`config.mk`:
```
export PLATFORM = sky130hd
export DESIGN_NAME = sliding_window_median_filter
export DESIGN_NICKNAME = d
export VERILOG_FILES = /design/src/hdl/swmf_pkg.sv /design/src/hdl/swmf_sample_mem.sv /design/src/hdl/swmf_rank_unit.sv /design/src/hdl/sliding_window_median_filter.sv
export SDC_FILE = /design/constraint.sdc
export NUM_CORES = 1
export LEC_CHECK = 0
export BUFFER_PORTS_ARGS = -buffer_cell sky130_fd_sc_hd__buf_2
export CORE_MARGIN = 2
export CORE_UTILIZATION = 58
export CTS_CLUSTER_DIAMETER = 80
export DETAILED_ROUTE_END_ITERATION = 10
export PLACE_DENSITY = 0.77
export SYNTH_ARGS = -nofsm -noshare
export SYNTH_HDL_FRONTEND = slang
export SYNTH_SLANG_ARGS = --single-unit
export TNS_END_PERCENT = 30
```
`constraint.sdc`:
```
create_clock -name clk -period 13.5 [get_ports clk]
set_input_delay 2.7 -clock clk [delete_from_list [all_inputs] [get_ports clk]]
set_output_delay 2.7 -clock clk [all_outputs]
set_load 0.005 [all_outputs]
```
`src/hdl/swmf_pkg.sv`:
```
`default_nettype none

package swmf_pkg;

    // Width of the window setting register and its value after reset.
    localparam int SET_W = 4;
    localparam logic [SET_W-1:0] SETTING_RESET = 4'd5;

    // Half window is the setting divided by two, so it never exceeds seven.
    localparam int HALF_W = SET_W - 1;

    // Longest window that the setting can ask for, and the width of a length or rank.
    localparam int MAX_LEN = 2 * ((2 ** SET_W - 1) / 2) + 1;
    localparam int LEN_W   = $clog2(MAX_LEN + 1);

    // Per-scan sample count, saturating.
    localparam int SEEN_W     = 5;
    localparam int SEEN_LIMIT = 2 ** SEEN_W - 1;

    // Control from the sequencer to the rank unit.
    typedef struct packed {
        logic clear;
        logic load;
    } rank_ctl_t;

endpackage

`default_nettype wire

```
`src/hdl/swmf_sample_mem.sv`:
```
`default_nettype none

module swmf_sample_mem #(
    parameter int DEPTH = 15,
    parameter int WIDTH = 16
) (
    input  logic                     clk,
    input  logic                     rst_n,
    input  logic                     wr_en,
    input  logic [$clog2(DEPTH)-1:0] wr_addr,
    input  logic [WIDTH-1:0]         wr_data,
    input  logic                     rd_en,
    input  logic [$clog2(DEPTH)-1:0] rd_addr,
    output logic [WIDTH-1:0]         rd_data,
    output logic                     rd_valid
);

    logic [WIDTH-1:0] mem [DEPTH];
    logic [WIDTH-1:0] rd_data_reg;
    logic             rd_valid_reg;

    // Single write port and single registered read port.
    always_ff @(posedge clk)
    begin
        if (wr_en)
        begin
            mem[wr_addr] <= wr_data;
        end
        if (rd_en)
        begin
            rd_data_reg <= mem[rd_addr];
        end
    end

    // Marks the cycle in which read data is present.
    always_ff @(posedge clk or negedge rst_n)
    begin
        if (!rst_n)
        begin
            rd_valid_reg <= 1'b0;
        end
        else
        begin
            rd_valid_reg <= rd_en;
        end
    end

    assign rd_data  = rd_data_reg;
    assign rd_valid = rd_valid_reg;

endmodule

`default_nettype wire

```
`src/hdl/swmf_rank_unit.sv`:
```
`default_nettype none

module swmf_rank_unit #(
    parameter int RANGE_BITS = 16,
    parameter int CELLS      = 15
) (
    input  logic                        clk,
    input  logic                        rst_n,
    input  swmf_pkg::rank_ctl_t         ctl,
    input  logic [RANGE_BITS-1:0]       load_value,
    input  logic [swmf_pkg::LEN_W-1:0]  median_rank,
    output logic [RANGE_BITS-1:0]       median
);

    import swmf_pkg::*;

    localparam int CIW = (CELLS > 1) ? $clog2(CELLS) : 1;

    logic [RANGE_BITS-1:0] val_reg  [CELLS];
    logic [LEN_W-1:0]      rank_reg [CELLS];
    logic [LEN_W-1:0]      fill_reg;
    logic [LEN_W-1:0]      fill_next;
    logic [CELLS-1:0]      occupied;
    logic [CELLS-1:0]      above;
    logic [LEN_W-1:0]      new_rank;
    logic [CIW-1:0]        fill_idx;

    assign fill_idx = fill_reg[CIW-1:0];

    // Compare the incoming sample with every filled cell. Equal earlier
    // samples count as smaller, so the ranks always form a permutation.
    always_comb
    begin
        new_rank = '0;
        for (int c = 0; c < CELLS; c++)
        begin
            occupied[c] = (LEN_W'(c) < fill_reg);
            above[c]    = occupied[c] && (val_reg[c] > load_value);
            if (occupied[c] && !above[c])
            begin
                new_rank = new_rank + LEN_W'(1);
            end
        end
    end

    always_comb
    begin
        fill_next = fill_reg;
        if (ctl.clear)
        begin
            fill_next = '0;
        end
        else if (ctl.load)
        begin
            fill_next = fill_reg + LEN_W'(1);
        end
    end

    always_ff @(posedge clk or negedge rst_n)
    begin
        if (!rst_n)
        begin
            fill_reg <= '0;
        end
        else
        begin
            fill_reg <= fill_next;
        end
    end

    // Cell contents: larger cells move up one rank, the new sample takes its own.
    always_ff @(posedge clk)
    begin
        if (ctl.load && !ctl.clear)
        begin
            for (int c = 0; c < CELLS; c++)
            begin
                if (above[c])
                begin
                    rank_reg[c] <= rank_reg[c] + LEN_W'(1);
                end
            end
            val_reg[fill_idx]  <= load_value;
            rank_reg[fill_idx] <= new_rank;
        end
    end

    // Exactly one filled cell holds the requested rank.
    always_comb
    begin
        median = '0;
        for (int c = 0; c < CELLS; c++)
        begin
            if (occupied[c] && (rank_reg[c] == median_rank))
            begin
                median = median | val_reg[c];
            end
        end
    end

endmodule

`default_nettype wire

```
`src/hdl/sliding_window_median_filter.sv`:
```
// Running median filter over one scan of range samples; L is the clipped window length.
// A sample that releases a result is accepted; then the ranks are cleared, the L window
// samples are read and ranked, and the median is selected. No sample is taken meanwhile,
// and a sample that releases no result leaves the block idle, ready for the next one.
// A flushing last sample repeats these steps for each result; output stalls hold the select.
// Reset clears the control state and sets the window setting to 5; samples are not cleared.
`default_nettype none

module sliding_window_median_filter #(
    parameter int MAX_WINDOW = 15,
    parameter int RANGE_BITS = 16,
    localparam int TDATA_W   = ((RANGE_BITS + 7) / 8) * 8
) (
    input  logic                       clk,
    input  logic                       rst_n,
    input  logic                       cfg_wr_en,
    input  logic [swmf_pkg::SET_W-1:0] cfg_wr_data,  // window_setting
    input  logic                       s_tvalid,
    output logic                       s_tready,
    input  logic [TDATA_W-1:0]         s_tdata,      // range_sample
    input  logic                       s_tlast,      // scan_last
    output logic                       m_tvalid,
    input  logic                       m_tready,
    output logic [TDATA_W-1:0]         m_tdata,      // filtered_range
    output logic                       m_tlast       // scan_end
);

    import swmf_pkg::*;

    localparam int AW       = $clog2(MAX_WINDOW);
    localparam int HALF_CAP = (MAX_WINDOW - 1) / 2;
    localparam int CELLS    = (MAX_WINDOW < MAX_LEN) ? MAX_WINDOW : MAX_LEN;

    typedef enum logic [1:0] {
        ST_IDLE,
        ST_START,
        ST_LOAD,
        ST_SELECT
    } state_t;

    state_t                state_reg,     state_next;
    logic [SET_W-1:0]      setting_reg,   setting_next;
    logic [AW-1:0]         wptr_reg,      wptr_next;
    logic [AW-1:0]         rptr_reg,      rptr_next;
    logic [SEEN_W-1:0]     seen_reg,      seen_next;
    logic [SEEN_W-1:0]     seen_cap_reg,  seen_cap_next;
    logic [HALF_W-1:0]     half_reg,      half_next;
    logic                  last_reg,      last_next;
    logic [HALF_W-1:0]     j_reg,         j_next;
    logic [LEN_W-1:0]      len_reg,       len_next;
    logic [LEN_W-1:0]      issue_reg,     issue_next;
    logic                  out_valid_reg, out_valid_next;
    logic [RANGE_BITS-1:0] out_data_reg,  out_data_next;
    logic                  out_end_reg,   out_end_next;

    logic [HALF_W-1:0]     half_raw;
    logic [HALF_W-1:0]     half_now;
    logic                  seen_short;
    logic [HALF_W-1:0]     jmax;
    logic                  s_accept;
    logic [AW-1:0]         wr_addr;
    logic                  rd_en;
    logic [RANGE_BITS-1:0] rd_data;
    logic                  rd_valid;
    logic [SEEN_W-1:0]     span_sum;
    logic [SEEN_W-1:0]     span;
    logic [LEN_W-1:0]      len_calc;
    logic                  out_free;
    logic [RANGE_BITS-1:0] median;
    rank_ctl_t             rank_ctl;

    // Half window from the setting, capped so the window fits the store.
    assign half_raw   = setting_reg[SET_W-1:1];
    assign half_now   = (int'(half_raw) > HALF_CAP) ? HALF_W'(HALF_CAP) : half_raw;
    assign seen_short = (seen_reg < SEEN_W'(half_now));
    assign jmax       = seen_short ? HALF_W'(seen_reg) : half_now;

    assign s_tready = (state_reg == ST_IDLE);
    assign s_accept = s_tvalid && s_tready;

    // Circular write pointer; the newest sample sits at wptr_reg.
    assign wr_addr = (wptr_reg == AW'(MAX_WINDOW - 1)) ? '0 : wptr_reg + AW'(1);
    assign rd_en   = (state_reg == ST_LOAD) && (issue_reg != len_reg);

    // Window length for the current result, clipped at the scan start.
    assign span_sum = SEEN_W'(j_reg) + SEEN_W'(half_reg);
    assign span     = (span_sum > seen_cap_reg) ? seen_cap_reg : span_sum;
    assign len_calc = LEN_W'(span) + LEN_W'(1);

    assign rank_ctl.clear = (state_reg == ST_START);
    assign rank_ctl.load  = rd_valid;

    assign out_free = !out_valid_reg || m_tready;

    swmf_sample_mem #(
        .DEPTH (MAX_WINDOW),
        .WIDTH (RANGE_BITS)
    ) u_mem (
        .clk      (clk),
        .rst_n    (rst_n),
        .wr_en    (s_accept),
        .wr_addr  (wr_addr),
        .wr_data  (s_tdata[RANGE_BITS-1:0]),
        .rd_en    (rd_en),
        .rd_addr  (rptr_reg),
        .rd_data  (rd_data),
        .rd_valid (rd_valid)
    );

    swmf_rank_unit #(
        .RANGE_BITS (RANGE_BITS),
        .CELLS      (CELLS)
    ) u_rank (
        .clk         (clk),
        .rst_n       (rst_n),
        .ctl         (rank_ctl),
        .load_value  (rd_data),
        .median_rank (len_reg >> 1),
        .median      (median)
    );

    // Sequencer: one result at a time, reading its window newest first.
    always_comb
    begin
        state_next     = state_reg;
        setting_next   = setting_reg;
        wptr_next      = wptr_reg;
        rptr_next      = rptr_reg;
        seen_next      = seen_reg;
        seen_cap_next  = seen_cap_reg;
        half_next      = half_reg;
        last_next      = last_reg;
        j_next         = j_reg;
        len_next       = len_reg;
        issue_next     = issue_reg;
        out_valid_next = out_valid_reg && !m_tready;
        out_data_next  = out_data_reg;
        out_end_next   = out_end_reg;

        if (cfg_wr_en)
        begin
            setting_next = cfg_wr_data;
        end

        case (state_reg)
            ST_IDLE:
            begin
                if (s_accept)
                begin
                    wptr_next     = wr_addr;
                    seen_cap_next = seen_reg;
                    half_next     = half_now;
                    last_next     = s_tlast;
                    if (s_tlast)
                    begin
                        j_next     = jmax;
                        seen_next  = '0;
                        state_next = ST_START;
                    end
                    else
                    begin
                        j_next    = half_now;
                        seen_next = (seen_reg == SEEN_W'(SEEN_LIMIT)) ?
                                    seen_reg : seen_reg + SEEN_W'(1);
                        if (!seen_short)
                        begin
                            state_next = ST_START;
                        end
                    end
                end
            end
            ST_START:
            begin
                len_next   = len_calc;
                issue_next = '0;
                rptr_next  = wptr_reg;
                state_next = ST_LOAD;
            end
            ST_LOAD:
            begin
                if (rd_en)
                begin
                    issue_next = issue_reg + LEN_W'(1);
                    rptr_next  = (rptr_reg == '0) ? AW'(MAX_WINDOW - 1) : rptr_reg - AW'(1);
                end
                if ((issue_reg == len_reg) && !rd_valid)
                begin
                    state_next = ST_SELECT;
                end
            end
            ST_SELECT:
            begin
                if (out_free)
                begin
                    out_valid_next = 1'b1;
                    out_data_next  = median;
                    out_end_next   = last_reg && (j_reg == '0);
                    if (last_reg && (j_reg != '0))
                    begin
                        j_next     = j_reg - HALF_W'(1);
                        state_next = ST_START;
                    end
                    else
                    begin
                        state_next = ST_IDLE;
                    end
                end
            end
            default:
            begin
                state_next = ST_IDLE;
            end
        endcase
    end

    always_ff @(posedge clk or negedge rst_n)
    begin
        if (!rst_n)
        begin
            state_reg     <= ST_IDLE;
            setting_reg   <= SETTING_RESET;
            wptr_reg      <= '0;
            rptr_reg      <= '0;
            seen_reg      <= '0;
            seen_cap_reg  <= '0;
            half_reg      <= '0;
            last_reg      <= 1'b0;
            j_reg         <= '0;
            len_reg       <= '0;
            issue_reg     <= '0;
            out_valid_reg <= 1'b0;
            out_data_reg  <= '0;
            out_end_reg   <= 1'b0;
        end
        else
        begin
            state_reg     <= state_next;
            setting_reg   <= setting_next;
            wptr_reg      <= wptr_next;
            rptr_reg      <= rptr_next;
            seen_reg      <= seen_next;
            seen_cap_reg  <= seen_cap_next;
            half_reg      <= half_next;
            last_reg      <= last_next;
            j_reg         <= j_next;
            len_reg       <= len_next;
            issue_reg     <= issue_next;
            out_valid_reg <= out_valid_next;
            out_data_reg  <= out_data_next;
            out_end_reg   <= out_end_next;
        end
    end

    assign m_tvalid = out_valid_reg;
    assign m_tdata  = TDATA_W'(out_data_reg);
    assign m_tlast  = out_end_reg;

endmodule

`default_nettype wire

```
==> summary.txt <==
outcome: complete, no violations
fin nets: 2961
CTS Buf Count: 67
crit start category: register
gp weighted congestion: 1.01
Leak: 13.5 nW
pre-CTS setup slack: 1.73 ns
row count: 86
Tcrit/Tclk final: 89.5%
fraction of layout cells with a size suffix above 1: 10.4%
pwr/cell area: 204 nW/um^2
Top FF cell, synth: edfxtp_1
clock tree from TritonCTS: done
drt first pass iters: 6
Port Buf Inserts: 43
Crit-path slowest cell: edfxtp_1
total number of vias: 22770
Max FO, Critical Path: 16
Worst EP arrival: 12.40 ns
post-cts sizing count: 0
Worst-Skew Late Latency: 0.62 ns
H-tree levels: 3
CTS Sinks: 617
Hold Crit Class: register to register
max_cap viols: 0
Slew headroom: 12.3%
CP Capture Type: register
total gr overflow: 0
clk_skew: 0.0192 ns
synthesis-to-finish area growth: 11.0%
GRT Util Overall: 31.9%
WL/cell: 26.5 um
die area: 57600 um^2
vias in the first global route: 22369
CTS Hold Buffers Added: 0
buffer count from post-CTS setup fixing: 0
core footprint: 55100 um^2
largest net degree at the start of global routing: 62
highest clock rate: 82.7 MHz
post-route setup TNS: 0 ns
syn_area_per_cell: 12.6 um^2
worst slew pin tran: 1.32 ns
Reg clk slew, reported paths: 0.06 ns
clock root cell: clkbuf_16
I/O pin cnt: 45
post-route worst setup slack: 1.41 ns
Routed WL: 91.2 mm
Vias per Instance: 6.61
peak supply drop: 0.145 mV
Syn Nets: 2884
Synth warnings: 0
Antenna Violating Nets Remaining: 0
Final min period: 12.09 ns
commonest cells after routing, fill and taps aside: edfxtp_1, ha_1, nand2_1
Mapped Cells: 2563
Worst Path Required: 13.82 ns
die span in x: 240 um
fin. max-slew vios: 0
# DRC: 0
Post-synth EDFFs: 556
initial DRC count: 2747
leading cell type in the layout, fill and taps excluded: edfxtp_1
post-synth cell types: 85
flops & latches, synth: 617
first-pass GRT wire length: 136 mm
register area share after synthesis: 56.4%
slowest stage delay, CP: 0.89 ns
detailed placement HPWL: 61.7 mm
final setup violation count: 0
Die Y: 240 um
unrepaired setup endpoints after global routing: no
ys async rst share: 9.89%
antenna violations before repair: 3
Post-Syn Area: 32300 um^2
final-report hold violation count: 0
worst setup path class: register to register
Initial Util: 58.7%
clock buffer depth: 3
==> cell usage after synthesis, types with 5 or more instances <==
cell	n	area, um^2
o21ai_0	107	536
a2111oi_0	5	43.8
dfrtp_1	60	1500
mux4_2	16	360
o221ai_1	20	175
o31ai_1	9	67.6
a31oi_1	23	144
nor4_1	20	125
o21a_1	12	90.1
nor2b_1	25	156
o41ai_1	5	43.8
nand4b_1	5	43.8
mux2i_1	98	981
xor2_1	51	447
nor2_1	115	432
nand2b_1	27	169
o22ai_1	9	56.3
or3_1	6	37.5
buf_1	13	48.8
a21oi_1	141	706
mux2_2	17	191
nand3b_1	5	37.5
nor3_1	26	130
a211oi_1	14	105
edfxtp_1	556	16700
nand2_1	205	769
a22oi_1	95	713
o21ai_2	10	87.6
ha_1	294	3680
nand3_1	85	425
inv_1	103	387
xnor2_1	73	639
and4_1	9	78.8
a22o_1	11	96.3
o211ai_1	9	67.6
nand4_1	73	457
o22a_1	17	149
clkbuf_1	67	251
a21o_1	25	188
a211o_1	5	43.8
a221oi_1	28	245
==> per-stage QoR <==
stage	std cells	total power [W]	instance area [um^2]	util, %	hold WS [ns]
global placement	3319	0.00529	33700	61.1	0.490
CTS	3443	0.00727	35900	65.1	0.515
global route	3443	0.00767	35900	65.1	0.528
finish	3445	0.00731	35900	65.1	0.504
floorplan	2563	0.00447	32300	-	0.456
detailed placement	3319	0.00541	33700	61.1	0.498
==> metal layers <==
metal / track usage, % / vias to the layer above / part of all wire [%]
met5: 0 / - / 0.014
met4: 16.4 / 2 / 5.7
met3: 6.07 / 276 / 9.6
met2: 51.4 / 1289 / 47
met1: 41.2 / 11108 / 38
li1: - / 10095 / -
==> power breakdown <==
part           switching, W  internal, W  total (W)
Combinational       0.00169      0.00106    0.00275
Clock              0.000784      0.00107    0.00185
Sequential         0.000325      0.00238    0.00271
Total               0.00280      0.00451    0.00731
==> path summary, 6_finish.rpt <==
check	from	endpoint	slack, ns	cells past startpoint
worst min-delay path	half_reg[2]	half_reg[2]	0.50	2
worst min register to register	half_reg[2]	half_reg[2]	0.50	2
worst max register to register	u_mem.rd_data[1]	u_rank.rank_reg[6][1]	1.41	49
max in group asynchronous	rst_n	rptr_reg[0]	10.56	1
min in group asynchronous	rst_n	m_tdata[3]	2.21	1
worst max-delay path	u_mem.rd_data[1]	u_rank.rank_reg[6][1]	1.41	49
==> logic make-up (layout without fill, tap and decap cells) <==
kind of cell | count (synthesis) | in the layout | synth area share, %
buffers and inverters | 189 | 321 | 2.24
AO/OA/AOI/OAI | 575 | 575 | 11.9
adder cells (fa/ha/maj) | 295 | 295 | 11.4
other | 0 | 2 | 0
AND/OR/NAND/NOR | 626 | 626 | 9.47
XOR/XNOR | 130 | 130 | 3.80
flip-flops | 617 | 617 | 56.4
multiplexers | 131 | 131 | 4.74
==> area by class of cell <==
class | instances | area [um^2]
Tap cell | 748 | 936
Multi-Input combinational cell | 1757 | 13500
Inverter | 105 | 394
Fill cell | 4010 | 19200
Clock inverter | 36 | 393
Antenna cell | 2 | 5.00
Clock buffer | 88 | 1830
Sequential cell | 617 | 18200
Timing Repair Buffer | 92 | 586
==> critical path, delay by kind of cell, from the launching register on <==
family / cells / cell delay [ns]
AOI/OAI and AO/OA: 19 / 4.93
xor gates and xnor gates: 3 / 0.44
adders and majority gates: 7 / 2.07
buffers and inverters: 6 / 0.63
DFF: 1 / 0.89
muxes: 2 / 1.15
and+or+nand+nor: 12 / 1.65
(Power assumes the default switching activity.)
